[src/hdl/refw_pkg.sv]
`timescale 1ns / 1ps

package refw_pkg;

  localparam int unsigned FadeMax  = 32;
  localparam int unsigned WeightW  = 32;
  localparam int unsigned FrameW   = 16;
  localparam int unsigned PosW     = 6;
  localparam int unsigned AddrW    = $clog2(FadeMax);
  localparam int unsigned ProdW    = WeightW + PosW;
  localparam int unsigned StepW    = $clog2(WeightW);

  typedef struct packed {
    logic [WeightW-1:0] weight;
    logic [FrameW-1:0]  frame;
    logic [PosW-1:0]    start_pos;
  } entry_t;

  localparam int unsigned EntryW = $bits(entry_t);

endpackage

[src/hdl/refw_ifs.sv]
`timescale 1ns / 1ps

interface refw_in_if;
  logic                         valid;
  logic                         ready;
  logic                         first_frame;
  logic                         last_frame;
  logic                         present;
  logic [refw_pkg::WeightW-1:0] weight_in;

  modport source (output valid, first_frame, last_frame, present, weight_in, input ready);
  modport sink (input valid, first_frame, last_frame, present, weight_in, output ready);
endinterface

interface refw_out_if;
  logic                         valid;
  logic                         ready;
  logic [refw_pkg::WeightW-1:0] weight_out;
  logic [refw_pkg::FrameW-1:0]  frame_index;
  logic                         last_result;

  modport source (output valid, weight_out, frame_index, last_result, input ready);
  modport sink (input valid, weight_out, frame_index, last_result, output ready);
endinterface

interface refw_cfg_if;
  logic                      valid;
  logic                      ready;
  logic [refw_pkg::PosW-1:0] fade_length;

  modport source (output valid, fade_length, input ready);
  modport sink (input valid, fade_length, output ready);
endinterface

[src/hdl/refw_ram.sv]
`timescale 1ns / 1ps

module refw_ram #(
  parameter int unsigned DataWidth = 8,
  parameter int unsigned Depth     = 32
) (
  input  logic                     clk_i,
  input  logic                     we_i,
  input  logic [$clog2(Depth)-1:0] waddr_i,
  input  logic [DataWidth-1:0]     wdata_i,
  input  logic [$clog2(Depth)-1:0] raddr_i,
  output logic [DataWidth-1:0]     rdata_o
);

  logic [DataWidth-1:0] mem_q [Depth];

  always_ff @(posedge clk_i) begin
    if (we_i) begin
      mem_q[waddr_i] <= wdata_i;
    end
    rdata_o <= mem_q[raddr_i];
  end

endmodule

[src/hdl/refw_scale.sv]
`timescale 1ns / 1ps

// floor(weight * mult / fade), mult < fade: one multiply, then a restoring
// divide that retires one quotient bit per cycle.
module refw_scale (
  input  logic                         clk_i,
  input  logic                         rst_ni,
  input  logic                         start_i,
  input  logic [refw_pkg::WeightW-1:0] weight_i,
  input  logic [refw_pkg::PosW-1:0]    mult_i,
  input  logic [refw_pkg::PosW-1:0]    fade_i,
  output logic                         done_o,
  output logic [refw_pkg::WeightW-1:0] quot_o
);

  typedef enum logic [1:0] {SC_IDLE, SC_LOAD, SC_DIV} sc_state_e;

  sc_state_e                      state_q;
  logic [refw_pkg::ProdW-1:0]     prod_q;
  logic [refw_pkg::PosW-1:0]      fade_q;
  logic [refw_pkg::PosW-1:0]      rem_q;
  logic [refw_pkg::WeightW-1:0]   dq_q;
  logic [refw_pkg::StepW-1:0]     step_q;
  logic                           done_q;
  logic [refw_pkg::PosW:0]        trial;
  logic                           qbit;

  assign trial  = {rem_q, dq_q[refw_pkg::WeightW-1]};
  assign qbit   = (trial >= {1'b0, fade_q});
  assign done_o = done_q;
  assign quot_o = dq_q;

  always_ff @(posedge clk_i or negedge rst_ni) begin
    if (!rst_ni) begin
      state_q <= SC_IDLE;
      done_q  <= 1'b0;
      step_q  <= '0;
    end else begin
      done_q <= (state_q == SC_DIV)
                && (step_q == refw_pkg::StepW'(refw_pkg::WeightW - 1));
      unique case (state_q)
        SC_IDLE: begin
          if (start_i) begin
            prod_q  <= refw_pkg::ProdW'(weight_i) * refw_pkg::ProdW'(mult_i);
            fade_q  <= fade_i;
            state_q <= SC_LOAD;
          end
        end
        SC_LOAD: begin
          // high part is below fade since mult < fade
          rem_q   <= prod_q[refw_pkg::ProdW-1:refw_pkg::WeightW];
          dq_q    <= prod_q[refw_pkg::WeightW-1:0];
          step_q  <= '0;
          state_q <= SC_DIV;
        end
        SC_DIV: begin
          rem_q  <= qbit ? refw_pkg::PosW'(trial - {1'b0, fade_q})
                         : trial[refw_pkg::PosW-1:0];
          dq_q   <= {dq_q[refw_pkg::WeightW-2:0], qbit};
          step_q <= step_q + 1'b1;
          if (step_q == refw_pkg::StepW'(refw_pkg::WeightW - 1)) begin
            state_q <= SC_IDLE;
          end
        end
        default: state_q <= SC_IDLE;
      endcase
    end
  end

endmodule

[src/hdl/run_edge_fade_weighting.sv]
`timescale 1ns / 1ps

// Run edge fade weighting: one frame per input transaction, faded weights out in
// frame order, the last result of a frame flagged. The block takes one frame
// at a time. A result read back from the delay line is passed on as it is when
// its factor is 1; when it is faded it goes through the shared scale unit: one
// 32x6 multiply and a 32-step restoring divide by the fade length. With fade 0
// a weight passes straight through. A run flush emits up to F+1 results, and
// the output side can stall the block. The delay line sits in a 32-entry RAM
// used as a circular buffer; it needs no clearing after reset. Results pass
// through a stage and an output register, so the sequencer keeps working while
// one result waits on the output side; it waits in S_EMIT only while both hold
// a result and the output side stalls.
module run_edge_fade_weighting (
  input  logic        clk_i,
  input  logic        rst_ni,
  refw_in_if.sink     in_if,
  refw_out_if.source  out_if,
  refw_cfg_if.sink    cfg_if
);

  typedef enum logic [2:0] {
    S_IDLE, S_DECIDE, S_READ, S_CALC, S_WAIT, S_EMIT, S_END
  } state_e;

  typedef enum logic [2:0] {
    PH_FIRST, PH_MAIN, PH_POP, PH_LAST, PH_ABS
  } phase_e;

  state_e                         state_q;
  phase_e                         phase_q;
  logic [refw_pkg::PosW-1:0]      fade_len_q;
  logic [refw_pkg::PosW-1:0]      fade_q;
  logic                           first_q;
  logic                           last_q;
  logic                           present_q;
  logic [refw_pkg::WeightW-1:0]   w_in_q;
  logic [refw_pkg::FrameW-1:0]    idx_q;
  logic [refw_pkg::FrameW-1:0]    counter_q;
  logic [refw_pkg::PosW-1:0]      run_pos_q;
  logic                           in_first_q;
  logic [refw_pkg::AddrW-1:0]     head_q;
  logic [refw_pkg::PosW-1:0]      count_q;
  logic                           emit_pop_q;
  logic [refw_pkg::WeightW-1:0]   res_w_q;
  logic [refw_pkg::FrameW-1:0]    res_fr_q;
  logic                           stage_v_q;
  logic [refw_pkg::WeightW-1:0]   stage_w_q;
  logic [refw_pkg::FrameW-1:0]    stage_fr_q;
  logic                           out_v_q;
  logic [refw_pkg::WeightW-1:0]   out_w_q;
  logic [refw_pkg::FrameW-1:0]    out_fr_q;
  logic                           out_last_q;
  logic                           sc_start_q;
  logic [refw_pkg::WeightW-1:0]   sc_w_q;
  logic [refw_pkg::PosW-1:0]      sc_m_q;

  logic                           sc_done;
  logic [refw_pkg::WeightW-1:0]   sc_quot;
  refw_pkg::entry_t               rd_entry;
  refw_pkg::entry_t               wr_entry;
  logic                           ram_we;
  logic [refw_pkg::AddrW-1:0]     ram_waddr;
  logic                           fade_out;
  logic [refw_pkg::PosW-1:0]      mult;
  logic                           out_fire;
  logic                           out_free;
  logic                           out_load;
  logic                           can_pop;

  assign in_if.ready  = (state_q == S_IDLE);
  assign cfg_if.ready = 1'b1;

  assign out_if.valid       = out_v_q;
  assign out_if.weight_out  = out_w_q;
  assign out_if.frame_index = out_fr_q;
  assign out_if.last_result = out_last_q;

  assign out_fire = out_v_q && out_if.ready;
  assign out_free = !out_v_q || out_if.ready;
  assign out_load = ((state_q == S_EMIT) || (state_q == S_END)) && stage_v_q && out_free;
  assign can_pop  = (count_q != '0) && (count_q >= fade_q);

  assign fade_out = (phase_q == PH_FIRST) || (phase_q == PH_ABS);

  always_comb begin
    mult = rd_entry.start_pos;
    if (fade_out && (count_q < mult)) begin
      mult = count_q;
    end
  end

  assign wr_entry.weight    = w_in_q;
  assign wr_entry.frame     = idx_q;
  assign wr_entry.start_pos = in_first_q ? refw_pkg::PosW'(refw_pkg::FadeMax) : run_pos_q;
  assign ram_we    = (state_q == S_DECIDE) && (phase_q == PH_POP) && !can_pop
                     && (fade_q != '0);
  assign ram_waddr = head_q + count_q[refw_pkg::AddrW-1:0];

  refw_ram #(
    .DataWidth (refw_pkg::EntryW),
    .Depth     (refw_pkg::FadeMax)
  ) u_line (
    .clk_i   (clk_i),
    .we_i    (ram_we),
    .waddr_i (ram_waddr),
    .wdata_i (wr_entry),
    .raddr_i (head_q),
    .rdata_o (rd_entry)
  );

  refw_scale u_scale (
    .clk_i    (clk_i),
    .rst_ni   (rst_ni),
    .start_i  (sc_start_q),
    .weight_i (sc_w_q),
    .mult_i   (sc_m_q),
    .fade_i   (fade_q),
    .done_o   (sc_done),
    .quot_o   (sc_quot)
  );

  always_ff @(posedge clk_i or negedge rst_ni) begin
    if (!rst_ni) begin
      fade_len_q <= '0;
    end else if (cfg_if.valid) begin
      fade_len_q <= cfg_if.fade_length;
    end
  end

  always_ff @(posedge clk_i or negedge rst_ni) begin
    if (!rst_ni) begin
      state_q    <= S_IDLE;
      phase_q    <= PH_FIRST;
      counter_q  <= '0;
      run_pos_q  <= '0;
      in_first_q <= 1'b1;
      head_q     <= '0;
      count_q    <= '0;
      stage_v_q  <= 1'b0;
      out_v_q    <= 1'b0;
      out_last_q <= 1'b0;
      sc_start_q <= 1'b0;
      emit_pop_q <= 1'b0;
    end else begin
      sc_start_q <= (state_q == S_CALC) && (mult < fade_q);
      if (out_load) begin
        out_v_q <= 1'b1;
      end else if (out_fire) begin
        out_v_q <= 1'b0;
      end
      unique case (state_q)
        S_IDLE: begin
          if (in_if.valid) begin
            first_q   <= in_if.first_frame;
            last_q    <= in_if.last_frame;
            present_q <= in_if.present;
            w_in_q    <= in_if.weight_in;
            fade_q    <= (fade_len_q > refw_pkg::PosW'(refw_pkg::FadeMax))
                         ? refw_pkg::PosW'(refw_pkg::FadeMax) : fade_len_q;
            phase_q   <= PH_FIRST;
            state_q   <= S_DECIDE;
          end
        end
        S_DECIDE: begin
          unique case (phase_q)
            PH_FIRST: begin
              if (first_q && (count_q != '0)) begin
                state_q <= S_READ;
              end else begin
                if (first_q) begin
                  run_pos_q  <= '0;
                  in_first_q <= 1'b1;
                  counter_q  <= '0;
                end
                phase_q <= PH_MAIN;
              end
            end
            PH_MAIN: begin
              idx_q     <= counter_q;
              counter_q <= counter_q + 1'b1;
              if (present_q) begin
                if (run_pos_q < refw_pkg::PosW'(refw_pkg::FadeMax)) begin
                  run_pos_q <= run_pos_q + 1'b1;
                end
                phase_q <= PH_POP;
              end else begin
                phase_q <= PH_ABS;
              end
            end
            PH_POP: begin
              if (can_pop) begin
                state_q <= S_READ;
              end else if (fade_q == '0) begin
                // fade disabled: the frame itself goes straight out
                res_w_q    <= w_in_q;
                res_fr_q   <= idx_q;
                emit_pop_q <= 1'b0;
                phase_q    <= PH_LAST;
                state_q    <= S_EMIT;
              end else begin
                count_q <= count_q + 1'b1;
                phase_q <= PH_LAST;
              end
            end
            PH_LAST: begin
              if (!last_q) begin
                state_q <= S_END;
              end else if (count_q != '0) begin
                state_q <= S_READ;
              end else begin
                run_pos_q  <= '0;
                in_first_q <= 1'b0;
                state_q    <= S_END;
              end
            end
            PH_ABS: begin
              if (count_q != '0) begin
                state_q <= S_READ;
              end else begin
                run_pos_q  <= '0;
                in_first_q <= 1'b0;
                state_q    <= S_END;
              end
            end
            default: state_q <= S_END;
          endcase
        end
        S_READ: begin
          state_q <= S_CALC;
        end
        S_CALC: begin
          res_fr_q   <= rd_entry.frame;
          emit_pop_q <= 1'b1;
          if (mult >= fade_q) begin
            res_w_q <= rd_entry.weight;
            state_q <= S_EMIT;
          end else begin
            sc_w_q  <= rd_entry.weight;
            sc_m_q  <= mult;
            state_q <= S_WAIT;
          end
        end
        S_WAIT: begin
          if (sc_done) begin
            res_w_q <= sc_quot;
            state_q <= S_EMIT;
          end
        end
        S_EMIT: begin
          if (!stage_v_q || out_free) begin
            if (stage_v_q) begin
              out_w_q    <= stage_w_q;
              out_fr_q   <= stage_fr_q;
              out_last_q <= 1'b0;
            end
            stage_w_q  <= res_w_q;
            stage_fr_q <= res_fr_q;
            stage_v_q  <= 1'b1;
            if (emit_pop_q) begin
              head_q  <= head_q + 1'b1;
              count_q <= count_q - 1'b1;
            end
            state_q <= S_DECIDE;
          end
        end
        S_END: begin
          // the held-back result is the frame's last one
          if (!stage_v_q) begin
            state_q <= S_IDLE;
          end else if (out_free) begin
            out_w_q    <= stage_w_q;
            out_fr_q   <= stage_fr_q;
            out_last_q <= 1'b1;
            stage_v_q  <= 1'b0;
            state_q    <= S_IDLE;
          end
        end
        default: state_q <= S_IDLE;
      endcase
    end
  end

endmodule

[src/flat_wrapper.sv]
// flat-port wrapper written by rule: the top's interface ports become plain ports
module run_edge_fade_weighting_flat 
  (clk_i, rst_ni, in_if_valid, in_if_first_frame, in_if_last_frame, in_if_present, in_if_weight_in, in_if_ready, out_if_valid, out_if_weight_out, out_if_frame_index, out_if_last_result, out_if_ready, cfg_if_valid, cfg_if_fade_length, cfg_if_ready);
  refw_in_if in_if_i ();
  refw_out_if out_if_i ();
  refw_cfg_if cfg_if_i ();
  input  logic clk_i;
  input  logic rst_ni;
  input wire logic [$bits(in_if_i.valid)-1:0] in_if_valid;
  input wire logic [$bits(in_if_i.first_frame)-1:0] in_if_first_frame;
  input wire logic [$bits(in_if_i.last_frame)-1:0] in_if_last_frame;
  input wire logic [$bits(in_if_i.present)-1:0] in_if_present;
  input wire logic [$bits(in_if_i.weight_in)-1:0] in_if_weight_in;
  output wire logic [$bits(in_if_i.ready)-1:0] in_if_ready;
  output wire logic [$bits(out_if_i.valid)-1:0] out_if_valid;
  output wire logic [$bits(out_if_i.weight_out)-1:0] out_if_weight_out;
  output wire logic [$bits(out_if_i.frame_index)-1:0] out_if_frame_index;
  output wire logic [$bits(out_if_i.last_result)-1:0] out_if_last_result;
  input wire logic [$bits(out_if_i.ready)-1:0] out_if_ready;
  input wire logic [$bits(cfg_if_i.valid)-1:0] cfg_if_valid;
  input wire logic [$bits(cfg_if_i.fade_length)-1:0] cfg_if_fade_length;
  output wire logic [$bits(cfg_if_i.ready)-1:0] cfg_if_ready;
  assign in_if_i.valid = in_if_valid;
  assign in_if_i.first_frame = in_if_first_frame;
  assign in_if_i.last_frame = in_if_last_frame;
  assign in_if_i.present = in_if_present;
  assign in_if_i.weight_in = in_if_weight_in;
  assign in_if_ready = in_if_i.ready;
  assign out_if_valid = out_if_i.valid;
  assign out_if_weight_out = out_if_i.weight_out;
  assign out_if_frame_index = out_if_i.frame_index;
  assign out_if_last_result = out_if_i.last_result;
  assign out_if_i.ready = out_if_ready;
  assign cfg_if_i.valid = cfg_if_valid;
  assign cfg_if_i.fade_length = cfg_if_fade_length;
  assign cfg_if_ready = cfg_if_i.ready;
  run_edge_fade_weighting u_core (.clk_i(clk_i), .rst_ni(rst_ni), .in_if(in_if_i), .out_if(out_if_i), .cfg_if(cfg_if_i));
endmodule
[config.mk]
export PLATFORM = sky130hd
export DESIGN_NAME = run_edge_fade_weighting_flat
export DESIGN_NICKNAME = d
export VERILOG_FILES = /design/src/hdl/refw_pkg.sv /design/src/hdl/refw_ifs.sv /design/src/hdl/refw_ram.sv /design/src/hdl/refw_scale.sv /design/src/hdl/run_edge_fade_weighting.sv /design/src/flat_wrapper.sv
export SDC_FILE = /design/constraint.sdc
export NUM_CORES = 2
export LEC_CHECK = 0
export BUFFER_PORTS_ARGS = -buffer_cell sky130_fd_sc_hd__buf_2
export CAP_MARGIN = 10
export CORE_MARGIN = 4
export CORE_UTILIZATION = 64
export DETAILED_ROUTE_END_ITERATION = 12
export PLACE_DENSITY_LB_ADDON = 0.25
export SYNTH_ARGS = -nofsm -noshare
export SYNTH_HDL_FRONTEND = slang
export SYNTH_HIERARCHICAL = 1
export SYNTH_SLANG_ARGS = --single-unit
[constraint.sdc]
create_clock -name clk_i -period 12.3 [get_ports clk_i]
set_input_delay 2.46 -clock clk_i [delete_from_list [all_inputs] [get_ports clk_i]]
set_output_delay 2.46 -clock clk_i [all_outputs]
set_load 0.03 [all_outputs]
==> out/results.ini <==
[setup_path]
cp.required_ns = 12.99
worst_setup_path_start_kind = flip-flop
r2r-start = u_core/head_q[0]$_DFFE_PN0P_
path_class = reg -> reg
crit_start = u_core/head_q[0]$_DFFE_PN0P_
critPathArrivalTime_ns = 6.08
critPathMaxFanout = 60
cp-end-kind = flip-flop

[sta]
final_max_slew_viol_count = 0
skew_ns = 0.0258
rsz0062_at_grt = no
relSlewSlack = 0.137
fmax_mhz = 185
timing.final.crit_share = 0.439
tightestPinTransition_ns = 1.29
setup_viol = 0
finalSetupTns_ns = 0
hold_viol = 0
post-route-min-period_ns = 5.40

[synth]
synthCells = 5577
yosys.area.top_type = edfxtp_1
synth-edff-count = 2049
avgSynthCellArea_um2 = 16.1
yosys_warnings = 6
netlist_area_um2 = 89700
synthTopCellsByArea = edfxtp_1, mux2i_1, fa_1
synth.ff_latch_count = 2162
seq_area_frac_synth = 0.714
synthArstFlopShare = 0.0273
syn_nets = 5832
synth_ff_type = edfxtp_1
yosys.cell_types.count = 81
synth.top_cell.area_share = 0.686

[final_layout]
antenna_cells = 0
drive_gt1_frac = 0.107
nNetsFinal = 5966
layout_common_cells = edfxtp_1, mux2i_1, nand2_1
layout_commonest_cell = edfxtp_1
area_growth_pct = 10.2
postLayoutCoreUtil = 0.710

[placed_design]
portBuffers = 96
hpwl_um = 119000
place_congestion = 0.859

[global_route]
overflow = 0
grt_max_degree = 158
antenna_found_initial = 3
grt_pass1_vias = 49400
grt_usage = 0.292
grt_first_pass_wirelength_um = 316000

[run_status]
status = completed

[die]
core_um2 = 139000
io_pins = 98
num_rows = 137
start_util = 0.644
die_w_um = 382
die_y_um = 382
die-area_um2 = 146000

[clock_tree]
clock_sinks = 2162
clk_latency_ns = 0.83
cts_tree = done
cts.root.buffer_cell = clkbuf_16
cts_setup_buffers = 0
cts_max_level = 4
cts-resized-gates = 0
numCtsBuffers = 205
clockBufferDepth = 3
clk_pin_slew_ns = 0.06
hold_buffers = 0

[worst_hold_path]
min_path_type = reg -> reg
hp-start = u_core/stage_w_q[31]$_DFFE_PP_

[detailed_routing]
vias = 49400
wirelength_um = 213000
ant_nets = 0
via_per_inst = 6.36
dr.pass1.iters = 6
detail_route.wl_per_cell_um = 27.4
drc = 0
first_iter_violations = 5186

[pwr]
max-vdd-ir-drop_mv = 0.188
leakage_nw = 36.2
pwr_density_cell_nw_per_um2 = 223

[run]
max_cap_viol_count = 0

where the power goes:
part	switching, mW	total [mW]	leakage, nW	internal, mW
sequential	0.408	9.05	19.5	8.65
clock	2.67	6.31	3.34	3.63
combinational	4.19	6.69	13.4	2.50
worst paths after layout:
path / cells after the start / to / slack [ns]
max in group asynchronous: 1 / u_core/head_q[0]$_DFFE_PN0P_ / 9.93
hold reg to reg: 0 / u_core/out_if.weight_out[31]$_DFFE_PP_ / 0.41
setup reg to reg: 9 / u_core/u_line/rdata_o[45]$_DFF_P_ / 6.90
setup / recovery: 9 / u_core/u_line/rdata_o[45]$_DFF_P_ / 6.90
hold / removal: 0 / u_core/out_if.weight_out[31]$_DFFE_PP_ / 0.41
min in group asynchronous: 1 / u_core/fade_len_q[2]$_DFFE_PN0P_ / 1.72
state kept, by name, summed over array words and instances (netlist names), 16 cells and up:
signal,flops
u_core/u_line/mem_q,1728
u_core/u_line/rdata_o,54
u_core/u_scale/prod_q,38
u_core/out_if.weight_out,32
u_core/res_w_q,32
u_core/sc_w_q,32
u_core/stage_w_q,32
u_core/u_scale/quot_o,32
u_core/w_in_q,32
u_core/counter_q,16
u_core/idx_q,16
u_core/out_if.frame_index,16
u_core/res_fr_q,16
u_core/stage_fr_q,16
cell type report:
class | count | area, um^2
Fill cell | 8696 | 40500
Tap cell | 1876 | 2350
Multi-Input combinational cell | 2920 | 23500
Sequential cell | 2162 | 64100
Inverter | 215 | 807
Timing Repair Buffer | 207 | 1380
Clock buffer | 267 | 5560
Clock inverter | 121 | 1220
critical path: stages, from the launching register on:
cell and delay, ns:
dfrtp_4 1.03, buf_4 0.81, buf_4 0.67, buf_4 0.83, buf_4 0.93, mux2i_1 0.29
a22o_1 0.17, nor3_1 0.05, a31oi_1 0.23, nand3_1 0.09
kinds of logic (layout without fill, tap and decap cells):
kind of cell | after synthesis | in the layout | synth area share
muxes | 916 | 916 | 0.103
AOI/OAI and AO/OA | 756 | 756 | 0.0567
adders and majority gates | 209 | 209 | 0.0395
other | 1 | 1 | 0.0000418
buffers and inverters | 495 | 810 | 0.0275
and+or+nand+nor | 985 | 985 | 0.0538
xor gates and xnor gates | 53 | 53 | 0.00517
DFF | 2162 | 2162 | 0.714
cells in the mapped netlist, types with 46 or more instances:
cell type,instances
a22o_1,108
edfxtp_1,2049
inv_1,214
and2_1,190
a22oi_1,195
o21ai_0,62
a21oi_1,223
a31oi_1,67
nor3_1,70
mux2_2,46
nand3_1,191
nand2_1,340
mux2i_1,870
dfrtp_1,58
ha_1,85
fa_1,124
clkbuf_1,120
buf_2,47
dfxtp_1,54
nor2_1,85
metal layers:
| metal | wire length (um) | track usage | vias up |
|---|---|---|---|
| li1 | - | - | 21500 |
| met1 | 83700 | 0.402 | 25000 |
| met2 | 103000 | 0.475 | 2486 |
| met3 | 16700 | 0.0431 | 445 |
| met4 | 9270 | 0.119 | 0 |
| met5 | 0 | 0 | - |
metrics by stage:
step	instance area [um^2]	hold slack (ns)	total power [mW]	instances	worst slack [ns]
2_1_floorplan	89700	0.400	14.0	5577	4.54
3_3_place_gp	92100	0.400	15.7	7378	7.04
3_5_place_dp	92100	0.405	15.8	7378	6.97
4_1_cts	98800	0.416	22.1	7766	6.95
5_1_grt	98900	0.422	23.0	7768	6.64
6_report	98900	0.412	22.0	7768	6.90
Power figures use the tool's default switching activity.
